**config.mk**
```make
export PLATFORM = sky130hd
export DESIGN_NAME = pcpa_ctrl
export DESIGN_NICKNAME = d
export VERILOG_FILES = /design/src/hw/rtl/pcpa_pkg.sv /design/src/hw/rtl/pcpa_ctrl.sv
export SDC_FILE = /design/constraint.sdc
export NUM_CORES = 1
export LEC_CHECK = 0
export BUFFER_PORTS_ARGS = -buffer_cell sky130_fd_sc_hd__buf_2
export CORE_AREA = 2 2 39 41
export DETAILED_ROUTE_END_ITERATION = 16
export DIE_AREA = 0 0 41 43
export PLACE_DENSITY = 0.76
export REMOVE_ABC_BUFFERS = 1
export SLEW_MARGIN = 20
export SYNTH_ARGS = -nofsm -noshare
export SYNTH_HDL_FRONTEND = slang
export SYNTH_SLANG_ARGS = --single-unit
```
**constraint.sdc**
```tcl
create_clock -name clk_i -period 2 [get_ports clk_i]
set_input_delay 0.2 -clock clk_i [delete_from_list [all_inputs] [get_ports clk_i]]
set_output_delay 0.2 -clock clk_i [all_outputs]
set_load 0.02 [all_outputs]
```
**src/hw/rtl/pcpa_pkg.sv**
```systemverilog
// shared types and constants for the per-cpu page free list allocator
`default_nettype none

package pcpa_pkg;

  localparam int unsigned ADDR_W  = 32;
  localparam int unsigned CPU_IW  = 3;
  localparam int unsigned START_W = 20;
  localparam int unsigned END_W   = 21;
  localparam int unsigned LIMIT_W = 7;
  localparam int unsigned APB_AW  = 4;
  localparam int unsigned APB_DW  = 32;

  localparam logic [START_W-1:0] START_RST = 20'd0;
  localparam logic [END_W-1:0]   END_RST   = 21'd4096;
  localparam logic [LIMIT_W-1:0] LIMIT_RST = 7'd64;

  localparam logic CMD_FREE  = 1'b0;
  localparam logic CMD_ALLOC = 1'b1;

  localparam logic [1:0] REG_START = 2'd0;
  localparam logic [1:0] REG_END   = 2'd1;
  localparam logic [1:0] REG_LIMIT = 2'd2;

  typedef enum logic [1:0] {
    ST_OK       = 2'd0,
    ST_BAD_ADDR = 2'd1,
    ST_NO_MEM   = 2'd2
  } status_e;

  typedef enum logic [3:0] {
    S_IDLE,
    S_DECODE,
    S_SCAN,
    S_STEAL_HEAD,
    S_STEAL_POP,
    S_STEAL_LINK,
    S_REFILL_DONE,
    S_POP,
    S_RESP
  } state_e;

  typedef struct packed {
    logic              command;
    logic [CPU_IW-1:0] cpu_index;
    logic [ADDR_W-1:0] address;
  } req_t;

  typedef struct packed {
    logic [1:0]        status;
    logic [ADDR_W-1:0] page_address;
  } rsp_t;

  typedef struct packed {
    logic    accept;
    logic    free_push;
    logic    refill_init;
    logic    other_inc;
    logic    head_rd_other;
    logic    load_other_head;
    logic    link_rd_other_head;
    logic    steal_move;
    logic    pop_from_head;
    logic    pop_from_cpu_head;
    logic    pop_commit;
    logic    fin;
    status_e fin_status;
    logic    fin_page;
    logic    load_out;
  } ctrl_cmd_t;

  typedef struct packed {
    logic is_alloc;
    logic free_bad;
    logic cpu_bad;
    logic head_nil;
    logic other_head_nil;
    logic cpu_head_nil;
    logic limit_hit;
    logic other_end;
    logic other_is_cpu;
    logic out_busy;
  } dp_stat_t;

endpackage

`default_nettype wire

```
**src/hw/rtl/pcpa_ctrl.sv**
```systemverilog
// controller state machine sequencing free, pop and steal refill
`default_nettype none

module pcpa_ctrl import pcpa_pkg::*; (
  input  wire logic      clk_i,
  input  wire logic      rst_ni,
  input  wire logic      in_valid_i,
  output logic           in_ready_o,
  input  wire dp_stat_t  stat_i,
  output ctrl_cmd_t      cmd_o
);

  state_e state_q, state_d;

  always_ff @(posedge clk_i or negedge rst_ni) begin
    if (!rst_ni) begin
      state_q <= S_IDLE;
    end else begin
      state_q <= state_d;
    end
  end

  always_comb begin
    cmd_o      = '0;
    state_d    = state_q;
    in_ready_o = 1'b0;
    case (state_q)
      S_IDLE: begin
        in_ready_o = 1'b1;
        if (in_valid_i) begin
          cmd_o.accept = 1'b1;
          state_d      = S_DECODE;
        end
      end
      S_DECODE: begin
        if (!stat_i.is_alloc) begin
          cmd_o.fin        = 1'b1;
          cmd_o.fin_status = stat_i.free_bad ? ST_BAD_ADDR : ST_OK;
          cmd_o.free_push  = !stat_i.free_bad;
          cmd_o.load_out   = !stat_i.out_busy;
          state_d          = stat_i.out_busy ? S_RESP : S_IDLE;
        end else if (stat_i.cpu_bad) begin
          cmd_o.fin        = 1'b1;
          cmd_o.fin_status = ST_NO_MEM;
          cmd_o.load_out   = !stat_i.out_busy;
          state_d          = stat_i.out_busy ? S_RESP : S_IDLE;
        end else if (stat_i.head_nil) begin
          cmd_o.refill_init = 1'b1;
          state_d           = S_SCAN;
        end else begin
          cmd_o.pop_from_head = 1'b1;
          state_d             = S_POP;
        end
      end
      S_SCAN: begin
        if (stat_i.limit_hit || stat_i.other_end) begin
          state_d = S_REFILL_DONE;
        end else if (stat_i.other_is_cpu) begin
          cmd_o.other_inc = 1'b1;
        end else begin
          cmd_o.head_rd_other = 1'b1;
          state_d             = S_STEAL_HEAD;
        end
      end
      S_STEAL_HEAD: begin
        cmd_o.load_other_head = 1'b1;
        state_d               = S_STEAL_POP;
      end
      S_STEAL_POP: begin
        if (stat_i.limit_hit) begin
          state_d = S_REFILL_DONE;
        end else if (stat_i.other_head_nil) begin
          cmd_o.other_inc = 1'b1;
          state_d         = S_SCAN;
        end else begin
          cmd_o.link_rd_other_head = 1'b1;
          state_d                  = S_STEAL_LINK;
        end
      end
      S_STEAL_LINK: begin
        cmd_o.steal_move = 1'b1;
        state_d          = S_STEAL_POP;
      end
      S_REFILL_DONE: begin
        if (stat_i.cpu_head_nil) begin
          cmd_o.fin        = 1'b1;
          cmd_o.fin_status = ST_NO_MEM;
          cmd_o.load_out   = !stat_i.out_busy;
          state_d          = stat_i.out_busy ? S_RESP : S_IDLE;
        end else begin
          cmd_o.pop_from_cpu_head = 1'b1;
          state_d                 = S_POP;
        end
      end
      S_POP: begin
        cmd_o.pop_commit = 1'b1;
        cmd_o.fin        = 1'b1;
        cmd_o.fin_status = ST_OK;
        cmd_o.fin_page   = 1'b1;
        cmd_o.load_out   = !stat_i.out_busy;
        state_d          = stat_i.out_busy ? S_RESP : S_IDLE;
      end
      S_RESP: begin
        if (!stat_i.out_busy) begin
          cmd_o.load_out = 1'b1;
          state_d        = S_IDLE;
        end
      end
      default: begin
        state_d = S_IDLE;
      end
    endcase
  end

`ifndef SYNTHESIS
  a_accept_decode: assert property (@(posedge clk_i) disable iff (!rst_ni)
    in_valid_i && in_ready_o |=> state_q == S_DECODE)
    else $error("accepted transaction not decoded next cycle");

  a_head_write_one: assert property (@(posedge clk_i) disable iff (!rst_ni)
    $onehot0({cmd_o.free_push, cmd_o.steal_move, cmd_o.pop_commit}))
    else $error("head store written from two sources");

  a_stash_resp: assert property (@(posedge clk_i) disable iff (!rst_ni)
    cmd_o.fin && !cmd_o.load_out |=> state_q == S_RESP)
    else $error("stalled result not held for response");
`endif

endmodule

`default_nettype wire

```
=== Word-level counts from Yosys, hierarchy flattened ===
Cells that the tools add are included.

* Register bits: 4
* Latch bits: 0
* RAM bits: 0
* Bits in read-only memories: 0
* Output and inout bits: 17
* Word-level logic and storage cells: 67
* Memories: 0

* Add/subtract/negate cells: 0
* Multipliers: 0
* Divide/modulo/power cells: 0
* $lt $le $gt $ge: 0
* Equality and inequality tests: 11
* Shifts and indexed selects: 0
* Muxes and demuxes: 49
* Bitwise gates (word level): 0
* Reductions and logical operators: 6

{| class="wikitable"
|+ Operator list
! cell !! count
|-
| $mux W4 || 9
|-
| $pmux W4 S8 || 1
|-
| $mux W1 || 29
|-
| $eq A4 B3 Y1 const B || 4
|-
| $mux W3 || 5
|-
| $pmux W3 S3 || 1
|-
| $eq A4 B2 Y1 const B || 2
|-
| $eq A4 B1 Y1 const B || 1
|-
| $eq A4 B4 Y1 const B || 1
|-
| $logic_not A4 Y1 || 1
|-
| $mux W2 || 2
|-
| $ne A2 B2 Y1 const B || 2
|-
| $pmux W1 S4 || 1
|-
| $ne A3 B3 Y1 const B || 1
|-
| $reduce_and A3 Y1 || 1
|-
| $logic_not A1 Y1 || 2
|-
| $pmux W1 S2 || 1
|-
| $reduce_or A2 Y1 || 1
|-
| $logic_or A1 B1 Y1 || 1
|}

=== Logic depth before layout (Yosys ltp) ===
* Depth in word-level cells: 4
* Gate-level depth with buffers: 4

=== Least setup slack after synthesis ===
OpenSTA, ideal clock, no wires.

* Kind: register to output
* Start: register state_q[1]
* End: output port cmd_o[15] (netlist bit)
* Arrival time: 1726 ps
* Path slack: 74 ps
* Cell stages (with the launch flop): 4
* Cell sequence: dfrtp_1 > clkbuf_1 > nor4_1 > and2_1

{| class="wikitable"
|+ RTL lines
! element !! line !! text
|-
| start: declaration || pcpa_ctrl.sv:13 || <nowiki>state_e state_q, state_d;</nowiki>
|-
| start signal: assignment || pcpa_ctrl.sv:19 || <nowiki>state_q <= state_d;</nowiki>
|-
| end: declaration || pcpa_ctrl.sv:10 || <nowiki>output ctrl_cmd_t cmd_o</nowiki>
|}

==> summary.md <==
| Metric | Value |
|---|---|
| Status | finished, final reports clean |
| Most common cell after layout, fill and taps aside | buf_2 |
| Area Growth Syn to Fin | 44.1% |
| RSZ-0062 raised after global routing | no |
| DRC | 0 |
| Register clock-pin slew on the reported worst setup and hold paths | 0.04 ns |
| Filler cell count | 144 |
| CTS tree | built |
| Met1 usage | 29.0% |
| Core area | 0.00138 sq mm |
| Slew Viols, Final | 0 |
| Crit path max fanout | 4 |
| Worst vdd ir | 0.529 mV |
| Final #Nets | 115 |
| Regs by FF count | state_q: 4 flops |
| CTS max path bufs | 2 |
| Max FFs per register | 4 |
| Cts bufs inserted | 3 |
| Clk Latency, worst-skew pair | 0.24 ns |
| Initial Utilization | 34.6% |
| Area of the die | 0.00176 sq mm |
| DP Area | 652 sq um |
| Critical Path Sink Type | primary output |
| GRT met3 Usage | 7.85% |
| Vias | 637 |
| Worst Max-Slew Pin Slew | 0.377 ns |
| Max-cap violation count | 0 |
| Mux share of post-synthesis cell area | 0% |
| Reg-to-reg startpoint | state_q[3] |
| Leakage Power | 0.000364 uW |
| Detailed Routing Iterations Pass 1 | 4 |
| Fin crit share | 97.4% |
| Clock Skew | 0.000661 ns |
| Tot GR Track Use | 18.8% |
| Post-synthesis adder-cell area fraction | 0% |
| Setup bufs post-CTS | 0 |
| DR WL/cell | 12.6 um |
| Post-route design area | 691 sq um |
| CTS root buf | clkbuf_4 |
| Routing usage on met2 | 25.6% |
| R2r worst-path depth | 3 |
| Synth Cell Area | 479 sq um |
| Ys Warns | 0 |
| Antenna violation net count after detailed routing | 0 |
| Largest net degree at the start of global routing | 16 |
| Die H | 43 um |
| Initial antenna violation count | 0 |
| Die X | 41 um |
| Top reg by flops | state_q |
| GRT Residual Overflow | 0 |
| Ant. Diodes | 0 |
| Gpl congestion | 0.768 |
| Post-layout min period | 1.95 ns |
| RR Endpoint | state_q[0] |
| Yosys reg bits | 4 |
| P per Cell Area | 1260 mW/mm^2 |
| Vias/cell | 5.49 |
| Switch Pwr | 435 uW |
| Hold Path Origin | stat_i[0] |
| P_int | 432 uW |
| Cell Rows | 14 |
| Required @ worst endpoint | 1.80 ns |
| Fmax | 513 MHz |
| Final hold violations | 0 |
| Kind of critical path | reg2out |
| Synth Area in Simple Gates | 49.9% |
| Clk sink count | 4 |
| Final setup fails | 0 |
| Reg power frac | 15.3% |
| Post-Synthesis Cells | 68 |
| Synthesized area per cell | 7.05 sq um |
| Grt peak-use layer | met1 |
| H-tree depth | 1 |
| Sequential fraction of the synthesis area | 20.9% |
| Relative slew slack | 74.5% |
| HPWL after detailed placement | 1110 um |
| Global-route wire length before repair | 2330 um |
| Synth unique cells | 30 |
| Most frequent cells in the layout | 28 x buf_2, 8 x nor2_1, 5 x nand2b_1, 5 x nor3_1, 5 x nand2_1 |
| Largest family of logic cells by synthesized area | simple AND/OR/NAND/NOR gates |
| Clock network fraction of total power | 12.3% |
| Boundary Pins | 30 |
| Setup TNS | 0 ns |
| Layout cells sized above 1 | 39.0% |
| Buffers added on ports | 29 |
| CP startpoint | state_q[3] |
| Synth Area in XOR/XNOR | 0% |
| Switching Fraction | 50.2% |
| Hold Crit Class | in2reg |
| Combinational Power Share | 72.3% |
| WL final | 1460 um |
| WP data arrival | 1.75 ns |
| Iter 0 DRT Violations | 12 |
| WHS Path Cells | 3 |
| Hold endpoint | state_q[3] |
| Vias in the first global route | 539 |
| R2r setup slk | 0.26 ns |
| Post-synthesis compound-gate area fraction | 22.2% |
| Startpoint Class | flip-flop |
==> per-stage QoR <==
| stage | std cells | hold WS, ns | worst slack, ns | util (%) | total power (uW) |
|---|---|---|---|---|---|
| after CTS | 116 | 0.227 | 0.0190 | 49.5 | 863 |
| after detailed placement | 112 | 0.0117 | 0.277 | 47.1 | 748 |
| after global placement | 112 | 0.00749 | 0.312 | 47.1 | 737 |
| final | 116 | 0.228 | 0.0520 | 49.9 | 868 |
| after floorplan | 63 | -0.0956 | 0.174 | - | 542 |
| after global routing | 116 | 0.260 | 0.00116 | 49.9 | 944 |
==> cells in the mapped netlist, drive strengths merged <==
cell type | n | area (sq um)
nor2 | 8 | 30.0
nor3 | 5 | 25.0
nor3b | 3 | 22.5
nor4 | 1 | 6.26
or2b | 1 | 7.51
clkbuf | 4 | 15.0
o2111ai | 1 | 8.76
inv | 3 | 11.3
or4b | 1 | 13.8
or3 | 3 | 23.8
o21ai | 4 | 20.0
and4 | 1 | 8.76
o211a | 1 | 10.0
o41ai | 1 | 8.76
o31ai | 1 | 7.51
nor4b | 2 | 17.5
buf | 1 | 7.51
nand3 | 3 | 15.0
a21oi | 2 | 10.0
o22a | 1 | 8.76
dfrtp | 4 | 100
and2 | 2 | 12.5
nor2b | 1 | 6.26
nand2b | 5 | 31.3
a211o | 1 | 8.76
a22oi | 1 | 7.51
a311oi | 1 | 8.76
o21bai | 1 | 7.51
nand2 | 5 | 18.8
==> cell type report <==
type | instances | area, sq um | area share (%)
sequential | 4 | 100 | 14.5
timing repair buffer | 34 | 191 | 27.7
inverter | 3 | 11.3 | 1.63
tap | 16 | 20.0 | 2.90
multi-input combinational | 56 | 345 | 50.0
clock buffer | 3 | 22.5 | 3.26
==> timing repair <==
action / CTS / global route
endpoints found under the setup margin: 0 / 1
hold buffers: 1 / 0
endpoints found under the hold margin: 4 / 0
resized for setup: 0 / 3
==> worst max-delay path, stage by stage (launching register included) <==
cell	delay (ns)
dfrtp_1	0.37
or4b_4	0.56
or3_4	0.42
inv_2	0.06
buf_6	0.10
==> power groups by stage <==
stage / Clock (uW) / Combinational (uW) / Sequential (uW)
floorplan: 0 / 341 / 202
global placement: 0 / 606 / 131
detailed placement: 0 / 614 / 135
CTS: 110 / 621 / 131
global route: 116 / 694 / 135
finish: 107 / 628 / 133
==> metal layers <==
metal	wire [um]	vias up
li1	-	313
met1	696	292
met2	645	32
met3	115	0
met4	0	0
met5	0	-
==> cell families after synthesis <==
group / Yosys count
and+or+nand+nor: 41
AOI/OAI and AO/OA: 15
buffers and inverters: 8
DFF: 4
==> worst max path at each step <==
stage / to / slack, ns / cells past startpoint
after floorplan: cmd_o[15] / 0.17 / 2
after CTS: cmd_o[7] / 0.02 / 4
final: cmd_o[7] / 0.05 / 4
after global placement: cmd_o[7] / 0.31 / 4
after detailed placement: cmd_o[7] / 0.28 / 4
after global routing: cmd_o[7] / 0.001 / 4
Note: power is estimated with default switching activity, not from simulation.
